## src/hdl/glms_pkg.sv

```systemverilog
package glms_pkg;

  localparam logic [7:0] NONE_CODE = 8'hFF;

  // item kinds carried on in_tuser
  localparam logic CMD_PREDICT = 1'b0;
  localparam logic CMD_TICK    = 1'b1;

  // load phase codes
  localparam logic [1:0] PHASE_UNKNOWN = 2'd0;
  localparam logic [1:0] PHASE_STANCE  = 2'd1;
  localparam logic [1:0] PHASE_NOLOAD  = 2'd2;

  // configuration register indexes
  localparam logic [2:0] REG_AUTO_ENABLE = 3'd0;
  localparam logic [2:0] REG_MAP_LABELS  = 3'd1;
  localparam logic [2:0] REG_MAP_STATES  = 3'd2;
  localparam logic [2:0] REG_MAP_COUNT   = 3'd3;
  localparam logic [2:0] REG_THRESHOLD   = 3'd4;
  localparam logic [2:0] REG_WINDOW      = 3'd5;

  localparam logic [63:0] MAP_LABELS_RST = 64'h0000_0504_0302_0100;
  localparam logic [63:0] MAP_STATES_RST = 64'h0000_0402_0300_0101;
  localparam logic [3:0]  MAP_COUNT_RST  = 4'd6;
  localparam logic [6:0]  THRESHOLD_RST  = 7'd80;
  localparam logic [15:0] WINDOW_RST     = 16'd400;

  typedef struct packed {
    logic [63:0] map_labels;
    logic [63:0] map_states;
    logic [3:0]  map_count;
    logic [15:0] window_ms;
  } glms_map_cfg_t;

endpackage

```

## src/hdl/glms_history.sv

```systemverilog
module glms_history #(
  parameter int HISTORY_DEPTH = 3
) (
  input  logic       clk,
  input  logic       rst_n,
  input  logic       take,
  input  logic [7:0] label,
  input  logic [6:0] confidence,
  input  logic [6:0] threshold,
  output logic [7:0] stable_nxt
);
  import glms_pkg::*;

  localparam int SLOT_W = (HISTORY_DEPTH > 1) ? $clog2(HISTORY_DEPTH) : 1;
  localparam int CNT_W  = $clog2(HISTORY_DEPTH + 1);

  logic [7:0]        hist_lab_r  [HISTORY_DEPTH];
  logic [6:0]        hist_conf_r [HISTORY_DEPTH];
  logic [7:0]        lab_view    [HISTORY_DEPTH];
  logic [6:0]        conf_view   [HISTORY_DEPTH];
  logic [SLOT_W-1:0] slot_r, slot_nxt;
  logic [CNT_W-1:0]  fill_r, fill_nxt;
  logic [7:0]        stable_r;
  logic              same, sure;

  always_comb begin
    slot_nxt = (slot_r == SLOT_W'(HISTORY_DEPTH - 1)) ? '0 : slot_r + 1'b1;
    fill_nxt = (fill_r == CNT_W'(HISTORY_DEPTH)) ? fill_r : fill_r + 1'b1;
    same = 1'b1;
    sure = 1'b1;
    // ring contents as they stand after this write
    for (int j = 0; j < HISTORY_DEPTH; j++) begin
      lab_view[j]  = (slot_r == SLOT_W'(j)) ? label      : hist_lab_r[j];
      conf_view[j] = (slot_r == SLOT_W'(j)) ? confidence : hist_conf_r[j];
    end
    for (int j = 0; j < HISTORY_DEPTH; j++) begin
      if (lab_view[j] != lab_view[0]) same = 1'b0;
      if (conf_view[j] < threshold) sure = 1'b0;
    end
    stable_nxt = stable_r;
    if (take && fill_nxt == CNT_W'(HISTORY_DEPTH) && same && sure) stable_nxt = lab_view[0];
  end

  always_ff @(posedge clk) begin
    if (take) begin
      for (int j = 0; j < HISTORY_DEPTH; j++) begin
        hist_lab_r[j]  <= lab_view[j];
        hist_conf_r[j] <= conf_view[j];
      end
    end
  end

  always_ff @(posedge clk) begin
    if (!rst_n) begin
      slot_r   <= '0;
      fill_r   <= '0;
      stable_r <= NONE_CODE;
    end else if (take) begin
      slot_r   <= slot_nxt;
      fill_r   <= fill_nxt;
      stable_r <= stable_nxt;
    end
  end

endmodule

```

## src/hdl/glms_sched.sv

```systemverilog
module glms_sched #(
  parameter int MAP_ENTRIES = 8
) (
  input  logic                   clk,
  input  logic                   rst_n,
  input  logic                   tick,
  input  logic                   stance,
  input  logic [31:0]            now_ms,
  input  logic [7:0]             stable,
  input  glms_pkg::glms_map_cfg_t cfg,
  output logic [7:0]             apply_state
);
  import glms_pkg::*;

  logic [1:0]  phase_r, phase_nxt;
  logic [31:0] start_r, start_nxt;
  logic [7:0]  applied_r, applied_nxt;
  logic [7:0]  pend_lab_r, pend_lab_nxt;
  logic [7:0]  pend_st_r, pend_st_nxt;
  logic        entered;
  logic [3:0]  count_sat;
  logic [7:0]  want;
  logic [7:0]  apply;
  logic [31:0] elapsed;

  always_comb begin
    phase_nxt = phase_r;
    start_nxt = start_r;
    entered   = 1'b0;
    unique case (phase_r)
      PHASE_UNKNOWN: if (stance) phase_nxt = PHASE_STANCE;
      PHASE_STANCE: begin
        if (!stance) begin
          phase_nxt = PHASE_NOLOAD;
          start_nxt = now_ms;
          entered   = 1'b1;
        end
      end
      PHASE_NOLOAD: if (stance) phase_nxt = PHASE_STANCE;
      default:      if (stance) phase_nxt = PHASE_STANCE;
    endcase
  end

  // first matching entry wins, so scan from the top down
  always_comb begin
    count_sat = (cfg.map_count > 4'(MAP_ENTRIES)) ? 4'(MAP_ENTRIES) : cfg.map_count;
    want = NONE_CODE;
    for (int i = MAP_ENTRIES - 1; i >= 0; i--) begin
      if (4'(i) < count_sat && cfg.map_labels[8*i +: 8] == stable)
        want = cfg.map_states[8*i +: 8];
    end
  end

  always_comb begin
    applied_nxt  = applied_r;
    pend_lab_nxt = pend_lab_r;
    pend_st_nxt  = pend_st_r;
    apply        = NONE_CODE;
    elapsed      = now_ms - start_nxt;
    if (stable != NONE_CODE && want != NONE_CODE) begin
      if (stable == applied_r) begin
        if (entered && pend_lab_r != NONE_CODE && pend_lab_r == stable) begin
          apply        = pend_st_r;
          applied_nxt  = stable;
          pend_lab_nxt = NONE_CODE;
          pend_st_nxt  = NONE_CODE;
        end
      end else if (phase_nxt == PHASE_NOLOAD &&
                   (entered || elapsed <= {16'd0, cfg.window_ms})) begin
        apply        = want;
        applied_nxt  = stable;
        pend_lab_nxt = NONE_CODE;
        pend_st_nxt  = NONE_CODE;
      end else begin
        // defer until the next no-load entry
        pend_lab_nxt = stable;
        pend_st_nxt  = want;
      end
    end
  end

  assign apply_state = tick ? apply : NONE_CODE;

  always_ff @(posedge clk) begin
    if (!rst_n) begin
      phase_r    <= PHASE_UNKNOWN;
      start_r    <= '0;
      applied_r  <= NONE_CODE;
      pend_lab_r <= NONE_CODE;
      pend_st_r  <= NONE_CODE;
    end else if (tick) begin
      phase_r    <= phase_nxt;
      start_r    <= start_nxt;
      applied_r  <= applied_nxt;
      pend_lab_r <= pend_lab_nxt;
      pend_st_r  <= pend_st_nxt;
    end
  end

endmodule

```

## src/hdl/gait_label_motor_state_scheduler.sv

```systemverilog
// Gait label to motor state scheduler. Takes one item per clock: an input
// register, combinational compare logic that also updates the ring and the
// no-load detector, and an output register, so a result passes both
// registers before it shows on out_tvalid, and the block sustains one
// transaction per cycle as long as out_tready stays high. in_tuser selects
// prediction (0) or control tick (1). Every accepted item gives exactly one
// result. Configuration writes are taken at any edge with cfg_we high and
// should only be made while no item is in flight.
module gait_label_motor_state_scheduler #(
  parameter int HISTORY_DEPTH = 3,
  parameter int MAP_ENTRIES   = 8
) (
  input  logic        clk,
  input  logic        rst_n,
  input  logic        in_tvalid,
  output logic        in_tready,
  input  logic [47:0] in_tdata,   // label[7:0], confidence[14:8], in_stance[15], now_ms[47:16]
  input  logic        in_tuser,   // command
  output logic        out_tvalid,
  input  logic        out_tready,
  output logic [23:0] out_tdata,  // stable_label[7:0], apply_valid[8], motor_state[16:9], zero
  input  logic        cfg_we,
  input  logic [2:0]  cfg_index,
  input  logic [63:0] cfg_wdata
);
  import glms_pkg::*;

  logic          auto_r;
  logic [6:0]    thr_r;
  glms_map_cfg_t map_cfg_r;

  logic          s1_valid_r;
  logic          s1_cmd_r;
  logic [47:0]   s1_data_r;
  logic          out_valid_r;
  logic [23:0]   out_data_r;
  logic [23:0]   out_data_nxt;
  logic          out_load;
  logic          take, tick;
  logic [7:0]    stable_nxt;
  logic [7:0]    motor;

  always_ff @(posedge clk) begin
    if (!rst_n) begin
      auto_r               <= 1'b0;
      thr_r                <= THRESHOLD_RST;
      map_cfg_r.map_labels <= MAP_LABELS_RST;
      map_cfg_r.map_states <= MAP_STATES_RST;
      map_cfg_r.map_count  <= MAP_COUNT_RST;
      map_cfg_r.window_ms  <= WINDOW_RST;
    end else if (cfg_we) begin
      unique case (cfg_index)
        REG_AUTO_ENABLE: auto_r               <= cfg_wdata[0];
        REG_MAP_LABELS:  map_cfg_r.map_labels <= cfg_wdata;
        REG_MAP_STATES:  map_cfg_r.map_states <= cfg_wdata;
        REG_MAP_COUNT:   map_cfg_r.map_count  <= cfg_wdata[3:0];
        REG_THRESHOLD:   thr_r                <= cfg_wdata[6:0];
        REG_WINDOW:      map_cfg_r.window_ms  <= cfg_wdata[15:0];
        default: ;
      endcase
    end
  end

  assign out_load  = s1_valid_r && (!out_valid_r || out_tready);
  assign in_tready = !s1_valid_r || out_load;
  assign take      = out_load && s1_cmd_r == CMD_PREDICT;
  assign tick      = out_load && s1_cmd_r == CMD_TICK && auto_r;

  glms_history #(.HISTORY_DEPTH(HISTORY_DEPTH)) u_history (
    .clk        (clk),
    .rst_n      (rst_n),
    .take       (take),
    .label      (s1_data_r[7:0]),
    .confidence (s1_data_r[14:8]),
    .threshold  (thr_r),
    .stable_nxt (stable_nxt)
  );

  glms_sched #(.MAP_ENTRIES(MAP_ENTRIES)) u_sched (
    .clk         (clk),
    .rst_n       (rst_n),
    .tick        (tick),
    .stance      (s1_data_r[15]),
    .now_ms      (s1_data_r[47:16]),
    .stable      (stable_nxt),
    .cfg         (map_cfg_r),
    .apply_state (motor)
  );

  assign out_data_nxt = {7'd0, motor, motor != NONE_CODE, stable_nxt};

  always_ff @(posedge clk) begin
    if (!rst_n) begin
      s1_valid_r  <= 1'b0;
      out_valid_r <= 1'b0;
    end else begin
      if (in_tvalid && in_tready) s1_valid_r <= 1'b1;
      else if (out_load)          s1_valid_r <= 1'b0;
      if (out_load)        out_valid_r <= 1'b1;
      else if (out_tready) out_valid_r <= 1'b0;
    end
  end

  always_ff @(posedge clk) begin
    if (in_tvalid && in_tready) begin
      s1_cmd_r  <= in_tuser;
      s1_data_r <= in_tdata;
    end
    if (out_load) out_data_r <= out_data_nxt;
  end

  assign out_tvalid = out_valid_r;
  assign out_tdata  = out_data_r;

endmodule

```

## config.mk

```make
export PLATFORM = sky130hd
export DESIGN_NAME = gait_label_motor_state_scheduler
export DESIGN_NICKNAME = d
export VERILOG_FILES = /design/src/hdl/glms_pkg.sv /design/src/hdl/glms_history.sv /design/src/hdl/glms_sched.sv /design/src/hdl/gait_label_motor_state_scheduler.sv
export SDC_FILE = /design/constraint.sdc
export NUM_CORES = 1
export LEC_CHECK = 0
export BUFFER_PORTS_ARGS = -buffer_cell sky130_fd_sc_hd__buf_2
export CAP_MARGIN = 25
export CELL_PAD_IN_SITES_DETAIL_PLACEMENT = 2
export CELL_PAD_IN_SITES_GLOBAL_PLACEMENT = 2
export CORE_MARGIN = 2
export CORE_UTILIZATION = 38
export DETAILED_ROUTE_END_ITERATION = 7
export PLACE_DENSITY_LB_ADDON = 0.1
export SLEW_MARGIN = 20
export SYNTH_ARGS = -nofsm -noshare
export SYNTH_HDL_FRONTEND = slang
export SYNTH_SLANG_ARGS = --single-unit
```

## constraint.sdc

```tcl
create_clock -name clk -period 7.65 [get_ports clk]
set_input_delay 0.765 -clock clk [delete_from_list [all_inputs] [get_ports clk]]
set_output_delay 0.765 -clock clk [all_outputs]
set_load 0.1 [all_outputs]
```

After elaboration in Yosys (flattened, before gate mapping)
Memories as Yosys holds them, arrays and structs flattened.
Cells that the tools add are included.
{"block": "classes", "n_lt_le_gt_ge": 13, "div_mod_pow": 0, "mul": 0, "bitwise_logic": 1, "mux": 49, "eq_ne": 28, "reduce_logical": 38, "shift": 0, "n_addsub": 3}
{"cell": "8-bit two-way mux", "n": 25}
{"cell": "8-bit == test", "n": 10}
{"cell": "32-bit two-way mux", "n": 2}
{"cell": "32-bit by 16-bit less-or-equal comparator with 1-bit output", "n": 1}
{"cell": "8-bit != test (second input constant)", "n": 4}
{"cell": "32-bit subtractor", "n": 1}
{"cell": "7-bit < comparator", "n": 3}
{"cell": "7-bit two-way mux", "n": 3}
{"cell": "1-bit logical AND", "n": 20}
{"cell": "3-bit by 4-bit < comparator with 1-bit output (first input constant)", "n": 4}
{"cell": "8-bit != test", "n": 2}
{"cell": "1-bit two-way mux", "n": 13}
{"cell": "2-bit AND reduction", "n": 6}
{"cell": "2-bit two-way mux", "n": 5}
{"cell": "2-bit == test (second input constant)", "n": 4}
{"cell": "1-bit by 4-bit < comparator with 1-bit output (first input constant)", "n": 2}
{"cell": "2-bit by 4-bit < comparator with 1-bit output (first input constant)", "n": 2}
{"cell": "3-bit by 2-bit == test with 1-bit output (second input constant)", "n": 2}
{"cell": "3-bit == test (second input constant)", "n": 2}
{"cell": "2-bit nonzero test", "n": 3}
{"cell": "2-bit by 1-bit adder with 2-bit output (second input constant)", "n": 2}
{"cell": "2-bit by 1-bit == test with 1-bit output (second input constant)", "n": 2}
{"cell": "4-bit greater-than comparator (second input constant)", "n": 1}
{"cell": "4-bit two-way mux", "n": 1}
{"cell": "other kinds (9)", "n": 12}
{"block": "totals", "inputBits": 121, "latchBits": 0, "out_inout_bits": 26, "rom_bits": 0, "register_bits": 294, "n_memories": 2, "mem_bits_rw": 45}
{"memory": "u_history.hist_lab_r", "words": 3, "width": 8, "read_ports": 3, "rd_ports_with_merged_regs": 0, "write_ports": 3, "line": "glms_history.sv:17", "source": "logic [7:0] hist_lab_r [HISTORY_DEPTH];"}
{"memory": "u_history.hist_conf_r", "words": 3, "width": 7, "read_ports": 3, "rd_ports_with_merged_regs": 0, "write_ports": 3, "line": "glms_history.sv:18", "source": "logic [6:0] hist_conf_r [HISTORY_DEPTH];"}

Longest topological paths before layout
Gate-level depths: netlist (run 1).
{"block": "logic_depth", "ltp_word": 23, "depth_mapped": 29}

By module
From an unflattened synthesis (run 1), not the netlist that was laid out.
{"block": "unflattened", "hier_cells": 1990, "area_unflattened_um2": 18950.7}
{"mod": "gait_label_motor_state_scheduler", "seq_area_each_um2": 5144.9, "n_inst": 1, "area_per_inst_um2": 8216.6, "cells_per_inst": 683}
{"mod": "glms_sched", "seq_area_each_um2": 1161.1, "n_inst": 1, "area_per_inst_um2": 7073.0, "cells_per_inst": 964}
{"mod": "glms_history", "seq_area_each_um2": 1591.5, "n_inst": 1, "area_per_inst_um2": 3661.0, "cells_per_inst": 343}

Least setup slack after synthesis (run 1)
Ideal clock, no wire load.
{"block": "synth_timing", "path_type": "register -> register", "from": "reg out_valid_r (netlist: out_tvalid)", "to": "reg u_sched.applied_r[0]", "path_stages_with_launch": 21, "synth_period_minus_slack_ns": 6.182, "path_buffers": 3, "t_arrival_ns": 6.059, "setup_slack_ns": 1.468, "setup_time_ns": 0.123, "path_cell_list": "dfxtp_1 -> nor2b_1 -> and2b_1 -> nand2b_2 -> inv_1 -> o211ai_1 -> a2111oi_4 -> and3_1 -> buf_4 -> a21oi_1 -> or3_1 -> a221o_1 -> or2_4 -> buf_6 -> a21oi_2 -> o221ai_2 -> nor4_4 -> a21oi_2 -> nand2b_1 -> buf_4 -> mux2_1"}
{"block": "synth_between", "elab_chain_len": 21, "word_cells_on_any_way": 46, "cone_classes": "eq/ne: 13; mux: 12; reduce/logical: 21"}
{"item": "start: declaration", "line": "gait_label_motor_state_scheduler.sv:35", "source": "logic out_valid_r;"}
{"item": "start signal: assignment", "line": "gait_label_motor_state_scheduler.sv:95", "source": "out_valid_r <= 1'b0;"}
{"item": "start signal: assignment", "line": "gait_label_motor_state_scheduler.sv:99", "source": "if (out_load) out_valid_r <= 1'b1;"}
{"item": "start signal: assignment", "line": "gait_label_motor_state_scheduler.sv:100", "source": "else if (out_tready) out_valid_r <= 1'b0;"}
{"item": "1-bit zero test *", "line": "gait_label_motor_state_scheduler.sv:64", "source": "assign out_load = s1_valid_r && (!out_valid_r || out_tready);"}
{"item": "1-bit logical OR *", "line": "gait_label_motor_state_scheduler.sv:64"}
{"item": "1-bit logical AND *", "line": "gait_label_motor_state_scheduler.sv:64"}
{"item": "via out_load", "line": "gait_label_motor_state_scheduler.sv:38", "source": "logic out_load;"}
{"item": "1-bit logical AND *", "line": "gait_label_motor_state_scheduler.sv:66", "source": "assign take = out_load && s1_cmd_r == CMD_PREDICT;"}
{"item": "via take", "line": "gait_label_motor_state_scheduler.sv:39", "source": "logic take, tick;"}
{"item": "1-bit logical AND * (3 in series)", "line": "glms_history.sv:41", "source": "if (take && fill_nxt == CNT_W'(HISTORY_DEPTH) && same && sure) stable_nxt = lab_view[0];"}
{"item": "8-bit two-way mux *", "line": "glms_history.sv:41"}
{"item": "8-bit == test", "line": "glms_sched.sv:49", "source": "if (4'(i) < count_sat && cfg.map_labels[8*i +: 8] == stable)"}
{"item": "1-bit logical AND", "line": "glms_sched.sv:49"}
{"item": "8-bit two-way mux (8 in series)", "line": "glms_sched.sv:49"}
{"item": "8-bit != test", "line": "glms_sched.sv:60", "source": "if (stable != NONE_CODE && want != NONE_CODE) begin"}
{"item": "1-bit logical AND", "line": "glms_sched.sv:60"}
{"item": "4-bit AND reduction (no line)"}
{"item": "end signal: assignment", "line": "glms_sched.sv:94", "source": "applied_r <= applied_nxt;"}
{"item": "end: declaration", "line": "glms_sched.sv:17", "source": "logic [7:0] applied_r, applied_nxt;"}
The timed path passes the listed nets; every way through them passes the cells marked *. The select of a mux whose other input is x is not followed.
A chain may end at the register's enable or synchronous reset.

==> results of run 1 <==
cells by family (layout without fill, tap and decap cells):
kind of cell	Yosys count	after routing	share of synthesized area, %
DFF	339	339	41.7
buffers and inverters	216	326	4.86
adders and majority gates	66	66	4.40
other	1	7	0.0198
xor gates and xnor gates	163	163	7.53
muxes	99	99	5.77
AOI/OAI and AO/OA	473	473	17.7
and+or+nand+nor	755	755	18.1
routing by layer:
metal / track usage (%) / part of all wire [%] / vias to the layer above
met1: 34.8 / 45 / 8179
met3: 3.77 / 4.3 / 117
met2: 44.3 / 47 / 306
met5: 0 / 0 / -
li1: - / - / 7497
met4: 8.45 / 2.9 / 0
cells in the final DEF (no fill, tap or decap), types with 29 or more instances in the layout:
| master | instances |
|---|---|
| nand2_1 | 448 |
| dfxtp_1 | 228 |
| a21boi_0 | 164 |
| buf_2 | 138 |
| xnor2_1 | 112 |
| edfxtp_1 | 111 |
| inv_1 | 85 |
| a21oi_1 | 71 |
| nor2_1 | 68 |
| ha_1 | 65 |
| mux2i_1 | 57 |
| xor2_1 | 51 |
| o21ai_0 | 48 |
| clkbuf_16 | 42 |
| nand4_1 | 36 |
| nand3_1 | 31 |
| a21o_1 | 29 |
cells in the mapped netlist (all sizes together) (4+ instances only):
master and n:
inv 90, nand3 31, mux2i 63, a31oi 10, o221ai 10, or2 8, nand2 450, ha 65
o31ai 4, o211ai 15, a21o 29, nor3 28, nor4 15, nand2b 24, and3 25, a21oi 77
nor3b 9, edfxtp 111, clkbuf 81, dfxtp 228, a22oi 7, mux2 36, and2 12, nor2 72
o21a 12, a21boi 167, xnor2 112, a2111oi 6, nand3b 4, xor2 51, o21ai 69, o22ai 12
buf 44, or3 8, a211oi 11, nor2b 22, nand4 36
through the flow:
stage	util, %	hold slack (ns)	instances
after floorplan	-	0.432	2118
after global placement	41.0	0.445	2819
after detailed placement	41.1	0.462	2819
after CTS	43.7	0.335	2892
after global routing	43.7	0.348	2892
final	43.7	0.370	2892
worst max-delay path: stages (launching register included):
cell	delay, ns
dfxtp_1	0.67
nand2b_1	0.62
mux2_2	0.50
ha_1	0.34
nand4_1	0.12
a21oi_1	0.14
o41a_1	0.19
o221ai_2	0.11
or3_1	0.72
nor2_1	0.39
a21oi_1	0.11
buf_4	0.19
o221ai_1	0.45
o21ai_1	0.21
or3_1	0.43
o2bb2ai_1	0.18
nor4_4	0.38
a21oi_2	0.11
nand2b_1	0.34
mux2_1	0.38
state kept, by name, indices dropped and copies added (netlist names), 2 cells and up:
| signal | cells |
|---|---|
| u_sched.start_r | 32 |
| u_history.slot_r | 2 |
| u_sched.applied_r | 8 |
| u_sched.pend_lab_r | 8 |
| map_cfg_r | 148 |
| s1_data_r | 48 |
| u_history.hist_lab_r | 24 |
| u_history.fill_r | 2 |
| out_tdata | 17 |
| u_history.stable_r | 8 |
| thr_r | 7 |
| u_sched.phase_r | 2 |
| u_history.hist_conf_r | 21 |
| u_sched.pend_st_r | 8 |
power by group:
| group | internal, W | switching (W) |
|---|---|---|
| Clock | 0.00110 | 0.000806 |
| Combinational | 0.000162 | 0.000267 |
| Sequential | 0.00191 | 0.0000497 |
| Total | 0.00317 | 0.00112 |
final cells by class:
cell class	instances	area [um2]	share of cell area [%]
sequential	339	7900	36.8
tap	664	831	3.88
clock buffer	58	1210	5.65
timing repair buffer	162	875	4.08
inverter	91	342	1.59
clock inverter	15	90.1	0.420
multi-input combinational	1563	10200	47.5
path summary, 6_finish.rpt:
path	start	endpoint	slack (ns)	cells after the start
worst max-delay path	u_history.slot_r[0]	u_sched.applied_r[4]	0.93	19
worst min register to register	u_sched.start_r[21]	u_sched.start_r[21]	0.47	2
worst min-delay path	in_tdata[11]	s1_data_r[11]	0.37	1
worst max register to register	u_history.slot_r[0]	u_sched.applied_r[4]	0.93	19
==> flow_metrics.tcl, run 1 <==
set metrics [dict create \
    status "complete, no violations" \
    dieWidth_um 227 \
    cts_inserted_buffers 41 \
    grt_max_degree 128 \
    layout.nets 2385 \
    hpwl_mm 48.7 \
    num_io_pins 147 \
    worstSetupPathType "flip-flop to flip-flop" \
    core_mm2 0.0491 \
    cts.reportedPaths.clkPinSlew_ns 0.06 \
    cts_root_buf "clkbuf_16" \
    cts_tree "done" \
    ctsResizeCount 0 \
    fin_crit_ns 6.72 \
    p_leak_nw 7.68 \
    synth.largest_area_cell "dfxtp_1" \
    yosysUniqueCellTypes 96 \
    antenna_found_initial 0 \
    n_fill_cell 5479 \
    rsz0062_at_grt "false" \
    ir_worst_vdd_uv 154 \
    worst_slew_pin_slew_ns 0.974 \
    syn2layout_area_growth_pct 13.1 \
    drt_wl_total_mm 67.6 \
    max_freq_mhz 149 \
    fin_setup_tns_ns 0 \
    stdcell_area_mm2 0.0214 \
    gp_congestion 0.886 \
    cts_htree_levels 2 \
    yosysWarnings 0 \
    pre_cts_slack_ns 1.02 \
    antenna_left 0 \
    post-route-period-util_pct 87.8 \
    required_ns 8.09 \
    place_area_mm2 0.0201 \
    ys_seq_elements 339 \
    port-buffer-count 139 \
    syn_area_per_cell_um2 8.98 \
    layout-drive-gt1-share_pct 13.6 \
    powerDensity_mw_per_mm2 200 \
    antenna_cells 0 \
    ys.flop_type "dfxtp_1" \
    rows 81 \
    grt_pass1_wl_mm 103 \
    overflow 0 \
    via_count 16100 \
    die_y_um 227 \
    slew_viol_final 0 \
    end_kind "flip-flop" \
    start_kind "flip-flop" \
    synth_area_leaders "dfxtp_1, edfxtp_1, nand2_1, a21boi_0, xnor2_1" \
    grt_pass1_vias 17200 \
    grt_use_total_pct 26.3 \
    cts_hold_buf 0 \
    arrival_ns 7.16 \
    clock_skew_ns 0.0225 \
    synth_edf_count 111 \
    hold_viol_final 0 \
    yosys.area.top_type_share_pct 24.1 \
    postCtsSetupRepairBufs 0 \
    cts.sinks 339 \
    fin_ws_ns 0.931 \
    yosysSeqAreaShare_pct 41.7 \
    syn_inst 2112 \
    drt_pass1_iterations 5 \
    syn_area_mm2 0.0190 \
    slew_headroom_pct 35.1 \
    die-area_mm2 0.0517 \
    async_flop_share_pct 0 \
    drt_iter0_drc 871 \
    drv_cap 0 \
    wl_per_cell_um 23.4 \
    clock_tree.buffer_depth 3 \
    drc 0 \
    crit_fanout 18 \
    viasPerCell 5.57 \
    initial_core_util_pct 38.6 \
    clk_latency_ns 0.57 \
    min_path_type "primary input to flip-flop" \
    total_power_w 0.00429 \
    finalSetupViolCount 0 \
]
(Power assumes the default switching activity.)
==> run 2, diff against run 1 <==
--- a/config.mk
+++ b/config.mk
@@ -13,7 +13,7 @@
 export CORE_UTILIZATION = 38
 export DETAILED_ROUTE_END_ITERATION = 7
 export PLACE_DENSITY_LB_ADDON = 0.1
-export SLEW_MARGIN = 20
+export REMOVE_ABC_BUFFERS = 1
 export SYNTH_ARGS = -nofsm -noshare
 export SYNTH_HDL_FRONTEND = slang
 export SYNTH_SLANG_ARGS = --single-unit
==> flow_metrics.tcl, run 2 (same netlist as run 1, synthesis figures left out) <==
set metrics [dict create \
    status "complete, no violations" \
    worstSetupEndpoint "u_sched.applied_r[6]" \
    layout-drive-gt1-share_pct 13.5 \
    antenna_found_initial 0 \
    stdcell_area_mm2 0.0215 \
    via_count 16200 \
    max_freq_mhz 143 \
    arrival_ns 7.44 \
    core_mm2 0.0491 \
    clock_tree.buffer_depth 3 \
    worst_slew_pin_slew_ns 1.07 \
    n_fill_cell 5360 \
    p_leak_nw 7.74 \
    finalNonFillerCells 2903 \
    cts_root_buf "clkbuf_16" \
    place_area_mm2 0.0202 \
    antenna_cells 0 \
    die-area_mm2 0.0517 \
    layout_commonest_cell "nand2_1" \
    slew_headroom_pct 28.4 \
    regToRegSetupSlack_ns 0.66 \
    r2r_cells 26 \
    hold_viol_final 0 \
    cts.reportedPaths.clkPinSlew_ns 0.06 \
    dp_cells 2826 \
    end_kind "flip-flop" \
    fin_crit_ns 6.99 \
    hpwl_mm 49.3 \
    largest_reg_flops 148 \
    post-route-period-util_pct 91.4 \
    clock_skew_ns 0.0228 \
    min_path_type "primary input to flip-flop" \
    initial_core_util_pct 38.6 \
    drt_pass1_iterations 7 \
    ctsResizeCount 0 \
    slew_viol_final 0 \
    mostFrequentLayoutCells "nand2_1, dfxtp_1, a21boi_0" \
    rows 81 \
    die_y_um 227 \
    cts_tree "done" \
    grt_max_degree 138 \
    crit_start "s1_data_r[15]" \
    postCtsSetupRepairBufs 0 \
    overflow 0 \
    wl_per_cell_um 23.6 \
    worstSetupPathType "flip-flop to flip-flop" \
    cts_hold_buf 0 \
    required_ns 8.09 \
    ir_worst_vdd_uv 187 \
    syn2layout_area_growth_pct 13.7 \
    crit_fanout 17 \
    grt_use_total_pct 26.7 \
    reg_top3 "map_cfg_r (148), s1_data_r (48), u_sched.start_r (32)" \
    cts_inserted_buffers 42 \
    cts.sinks 339 \
    cts_htree_levels 2 \
    drc 0 \
    r2r_end "u_sched.applied_r[6]" \
    fin_setup_tns_ns 0 \
    grt_pass1_vias 17300 \
    start_kind "flip-flop" \
    clk_latency_ns 0.57 \
    layout.nets 2393 \
    viasPerCell 5.56 \
    num_io_pins 147 \
    powerDensity_mw_per_mm2 204 \
    dieWidth_um 227 \
    drv_cap 0 \
    rsz0062_at_grt "false" \
    gp_congestion 0.884 \
    port-buffer-count 139 \
    finalSetupViolCount 0 \
    top_register "map_cfg_r" \
    drt_wl_total_mm 68.5 \
    drt_iter0_drc 977 \
    r2r_start "s1_data_r[15]" \
    antenna_left 0 \
    grt_pass1_wl_mm 105 \
]
==> run 2: cell count changes in the layout (fill, tap and decap cells not counted), sizes merged <==
cell	change
clkbuf	+7
buf	+7
bufinv	+3
inv	-1
clkinv	-5
==> run 2: cell type report <==
type	instances	area, um2	share of cell area, %
multi-input cells	1563	10200	47.3
well taps	664	831	3.86
inverters	91	342	1.59
repair buffers	169	935	4.34
clock inverters	12	138	0.639
flip-flops and latches	339	7900	36.7
clock buffers	65	1220	5.66
==> run 2: per-layer routing <==
layer | wire (um) | track usage [%] | up-vias
met5 | 0 | 0 | -
met4 | 1590 | 7.40 | 0
met3 | 2780 | 3.82 | 97
met2 | 32400 | 44.4 | 305
met1 | 31700 | 36.1 | 8216
li1 | - | - | 7536
==> run 2: through the flow <==
stage | worst slack, ns | power, W | hold WS, ns | utilization (%)
detailed placement | 0.664 | 0.00243 | 0.464 | 41.2
global route | 0.158 | 0.00455 | 0.348 | 43.9
floorplan | -0.941 | 0.00224 | 0.430 | -
CTS | 0.586 | 0.00445 | 0.330 | 43.9
global placement | 0.810 | 0.00241 | 0.452 | 41.1
finish | 0.656 | 0.00440 | 0.372 | 43.9
==> run 2: worst min path at each step <==
stage                   startpoint                   to  slack, ns  depth (start not counted)
2_1_floorplan        map_cfg_r[62]        map_cfg_r[62]       0.43                          2
3_3_place_gp    u_sched.start_r[9]   u_sched.start_r[9]       0.45                          2
3_5_place_dp   u_sched.start_r[21]  u_sched.start_r[21]       0.46                          2
6_report              in_tdata[44]        s1_data_r[44]       0.37                          1
4_1_cts               in_tdata[29]        s1_data_r[29]       0.33                          1
5_1_grt               in_tdata[45]        s1_data_r[45]       0.35                          1
==> run 2: power breakdown <==
part / leakage [nW] / internal [W] / total, W / switching [W]
logic: 4.22 / 0.000163 / 0.000436 / 0.000273
clock network: 0.668 / 0.00120 / 0.00200 / 0.000805
registers: 2.85 / 0.00191 / 0.00196 / 0.0000515
total: 7.74 / 0.00327 / 0.00440 / 0.00113
==> run 2: critical path, stage by stage (launching register included) <==
cell       delay, ns
edfxtp_1        0.43
nor3b_2         0.39
buf_4           0.34
mux2i_1         0.28
ha_1            0.26
nor2b_1         0.13
o21a_1          0.18
o21ai_0         0.25
a21oi_1         0.17
o21ai_0         0.47
nor2b_1         0.28
o21bai_1        0.09
a21oi_1         0.18
xnor2_1         0.15
ha_1            0.27
a21o_1          0.17
a21o_1          0.17
a221oi_1        0.26
o221ai_1        0.19
o31ai_1         0.17
o2111ai_1       0.24
a21oi_1         0.15
and4_1          0.19
nand4_1         0.17
and3_1          0.45
nand2b_1        0.43
mux2_1          0.41
==> run 3, diff against run 2 <==
--- a/config.mk
+++ b/config.mk
@@ -5,12 +5,13 @@
 export SDC_FILE = /design/constraint.sdc
 export NUM_CORES = 1
 export LEC_CHECK = 0
+export ABC_AREA = 1
 export BUFFER_PORTS_ARGS = -buffer_cell sky130_fd_sc_hd__buf_2
 export CAP_MARGIN = 25
 export CELL_PAD_IN_SITES_DETAIL_PLACEMENT = 2
 export CELL_PAD_IN_SITES_GLOBAL_PLACEMENT = 2
 export CORE_MARGIN = 2
-export CORE_UTILIZATION = 38
+export CORE_UTILIZATION = 36
 export DETAILED_ROUTE_END_ITERATION = 7
 export PLACE_DENSITY_LB_ADDON = 0.1
 export REMOVE_ABC_BUFFERS = 1
==> flow_metrics.tcl, run 3 <==
set metrics [dict create \
    status "complete, no violations" \
    holdWs_ns 0.362 \
    post-route-period-util_pct 83.5 \
    core_mm2 0.0487 \
    synth.largest_area_cell "dfxtp_1" \
    ys_seq_elements 339 \
    port-buffer-count 139 \
    die-area_mm2 0.0510 \
    crit_fanout 38 \
    clock_tree.buffer_depth 3 \
    ctsResizeCount 0 \
    syn_inst 2307 \
    clock_skew_ns 0.0258 \
    fin_setup_tns_ns 0 \
    wl_per_cell_um 19.5 \
    layout-drive-gt1-share_pct 12.1 \
    cts_root_buf "clkbuf_16" \
    slew_headroom_pct 41.1 \
    grt_pass1_vias 17200 \
    hold_viol_final 0 \
    reg_top3 "map_cfg_r (148), s1_data_r (48), u_sched.start_r (32)" \
    clk_latency_ns 0.58 \
    drv_cap 0 \
    yosysSeqAreaShare_pct 44.6 \
    finalSetupViolCount 0 \
    syn2layout_area_growth_pct 13.7 \
    grt_pass1_wl_mm 96.1 \
    rows 81 \
    die_y_um 226 \
    stdcell_area_mm2 0.0201 \
    fin_crit_ns 6.39 \
    cts_htree_levels 2 \
    worstSetupPathType "flip-flop to flip-flop" \
    initial_core_util_pct 36.3 \
    largest_reg_flops 148 \
    p_leak_nw 8.77 \
    syn_area_per_cell_um2 7.68 \
    grt_max_degree 107 \
    top_register "map_cfg_r" \
    layout_commonest_cell "nand2_1" \
    synth_edf_count 111 \
    min_path_type "primary input to flip-flop" \
    gp_congestion 0.818 \
    num_io_pins 147 \
    cts_hold_buf 0 \
    synth_area_leaders "dfxtp_1, edfxtp_1, nand2_1, o21ai_0, nor2_1" \
    synth_common_cells "nand2_1, nor2_1, o21ai_0" \
    drt_wl_total_mm 60.4 \
    hpwl_mm 42.9 \
    grt_use_total_pct 24.1 \
    cts_tree "done" \
    async_flop_share_pct 0 \
    via_count 15900 \
    yosysUniqueCellTypes 58 \
    arrival_ns 6.90 \
    yosys.area.top_type_share_pct 25.8 \
    slew_viol_final 0 \
    drc 0 \
    drt_pass1_iterations 5 \
    start_kind "flip-flop" \
    worst_slew_pin_slew_ns 0.882 \
    place_area_mm2 0.0188 \
    overflow 0 \
    pre_cts_slack_ns 1.28 \
    rsz0062_at_grt "false" \
    end_kind "flip-flop" \
    antenna_found_initial 3 \
    yosysWarnings 0 \
    cts.sinks 339 \
    synthMostInstantiatedCell "nand2_1" \
    max_freq_mhz 156 \
    postCtsSetupRepairBufs 0 \
    required_ns 8.16 \
    cts.reportedPaths.clkPinSlew_ns 0.06 \
    ys.flop_type "dfxtp_1" \
    mostFrequentLayoutCells "nand2_1, nor2_1, o21ai_0" \
    cts_inserted_buffers 42 \
    ir_worst_vdd_uv 154 \
    syn_area_mm2 0.0177 \
    powerDensity_mw_per_mm2 216 \
    dieWidth_um 226 \
    layout.nets 2590 \
    fin_ws_ns 1.26 \
    viasPerCell 5.14 \
    antenna_left 0 \
    drt_iter0_drc 769 \
]
[run 3: changes by cell type after synthesis, moves of 37 or more]
cell	before	now
nand3_1	31	102
o21ai_0	48	270
mux2i_1	58	0
nand2_1	449	486
xnor2_1	112	38
inv_1	86	192
a21boi_0	164	3
nor2_1	70	320
a21oi_1	71	170
[run 3: path summary, 6_finish.rpt]
path                      start                   end  slack [ns]  depth (start not counted)
max          u_sched.phase_r[0]  u_sched.applied_r[1]        1.26                         26
min                 in_tdata[5]          s1_data_r[5]        0.36                          1
max reg2reg  u_sched.phase_r[0]  u_sched.applied_r[1]        1.26                         26
min reg2reg  u_sched.start_r[5]    u_sched.start_r[5]        0.45                          2
[run 3: worst max-delay path, stage by stage (launching register included)]
cell      delay, ns
dfxtp_1        0.29
inv_1          0.10
nor2_1         0.07
nand2_2        0.41
buf_4          0.42
o21ai_0        0.13
ha_1           0.39
nand2_1        0.15
nor4_1         0.40
a21oi_1        0.19
o21ai_0        0.52
nand2_1        0.10
nand2_1        0.20
xor2_1         0.13
ha_1           0.34
nand4_1        0.12
nor3_1         0.40
nor4b_1        0.36
o211ai_1       0.13
nand2_1        0.08
nand2_1        0.10
nor2_1         0.56
inv_1          0.13
o41ai_2        0.11
buf_4          0.25
nand3_1        0.12
nand3_1        0.11
[run 3: cell families after synthesis]
logic type	Yosys count	synth area share [%]
simple gates	1011	24.4
compound gates	505	15.1
flops	339	44.6
buf+inv	312	7.63
xor+xnor	73	3.61
fa+ha+maj	66	4.70
other cells	1	0.0212
[run 3: per-stage QoR]
| stage | total power, W | utilization [%] | std cells |
|---|---|---|---|
| after CTS | 0.00441 | 41.3 | 3099 |
| after floorplan | 0.00226 | - | 2208 |
| after global routing | 0.00454 | 41.3 | 3100 |
| after detailed placement | 0.00243 | 38.6 | 3023 |
| final | 0.00434 | 41.3 | 3100 |
| after global placement | 0.00241 | 38.6 | 3022 |
[run 3: power breakdown]
group          internal (W)  total [W]  switching, W  leakage [nW]
registers           0.00192    0.00196     0.0000376          2.87
logic              0.000140   0.000437      0.000298          5.24
clock network       0.00114    0.00195      0.000811         0.668
[run 3: layer usage]
| layer | vias up | track usage [%] | part of all wire (%) |
|---|---|---|---|
| met5 | - | 0 | 0 |
| met4 | 0 | 6.32 | 2.1 |
| met3 | 73 | 2.64 | 2.8 |
| met2 | 204 | 41.4 | 48 |
| met1 | 7875 | 32.2 | 47 |
| li1 | 7775 | - | - |
[run 3: layout make-up]
class	count	area (um2)
antenna	1	2.50
clock buffer	56	1210
clock inverter	20	125
fill	5646	28600
inverter	207	783
multi-input combinational	1662	8510
sequential	339	7900
tap	664	831
timing repair buffer	151	792
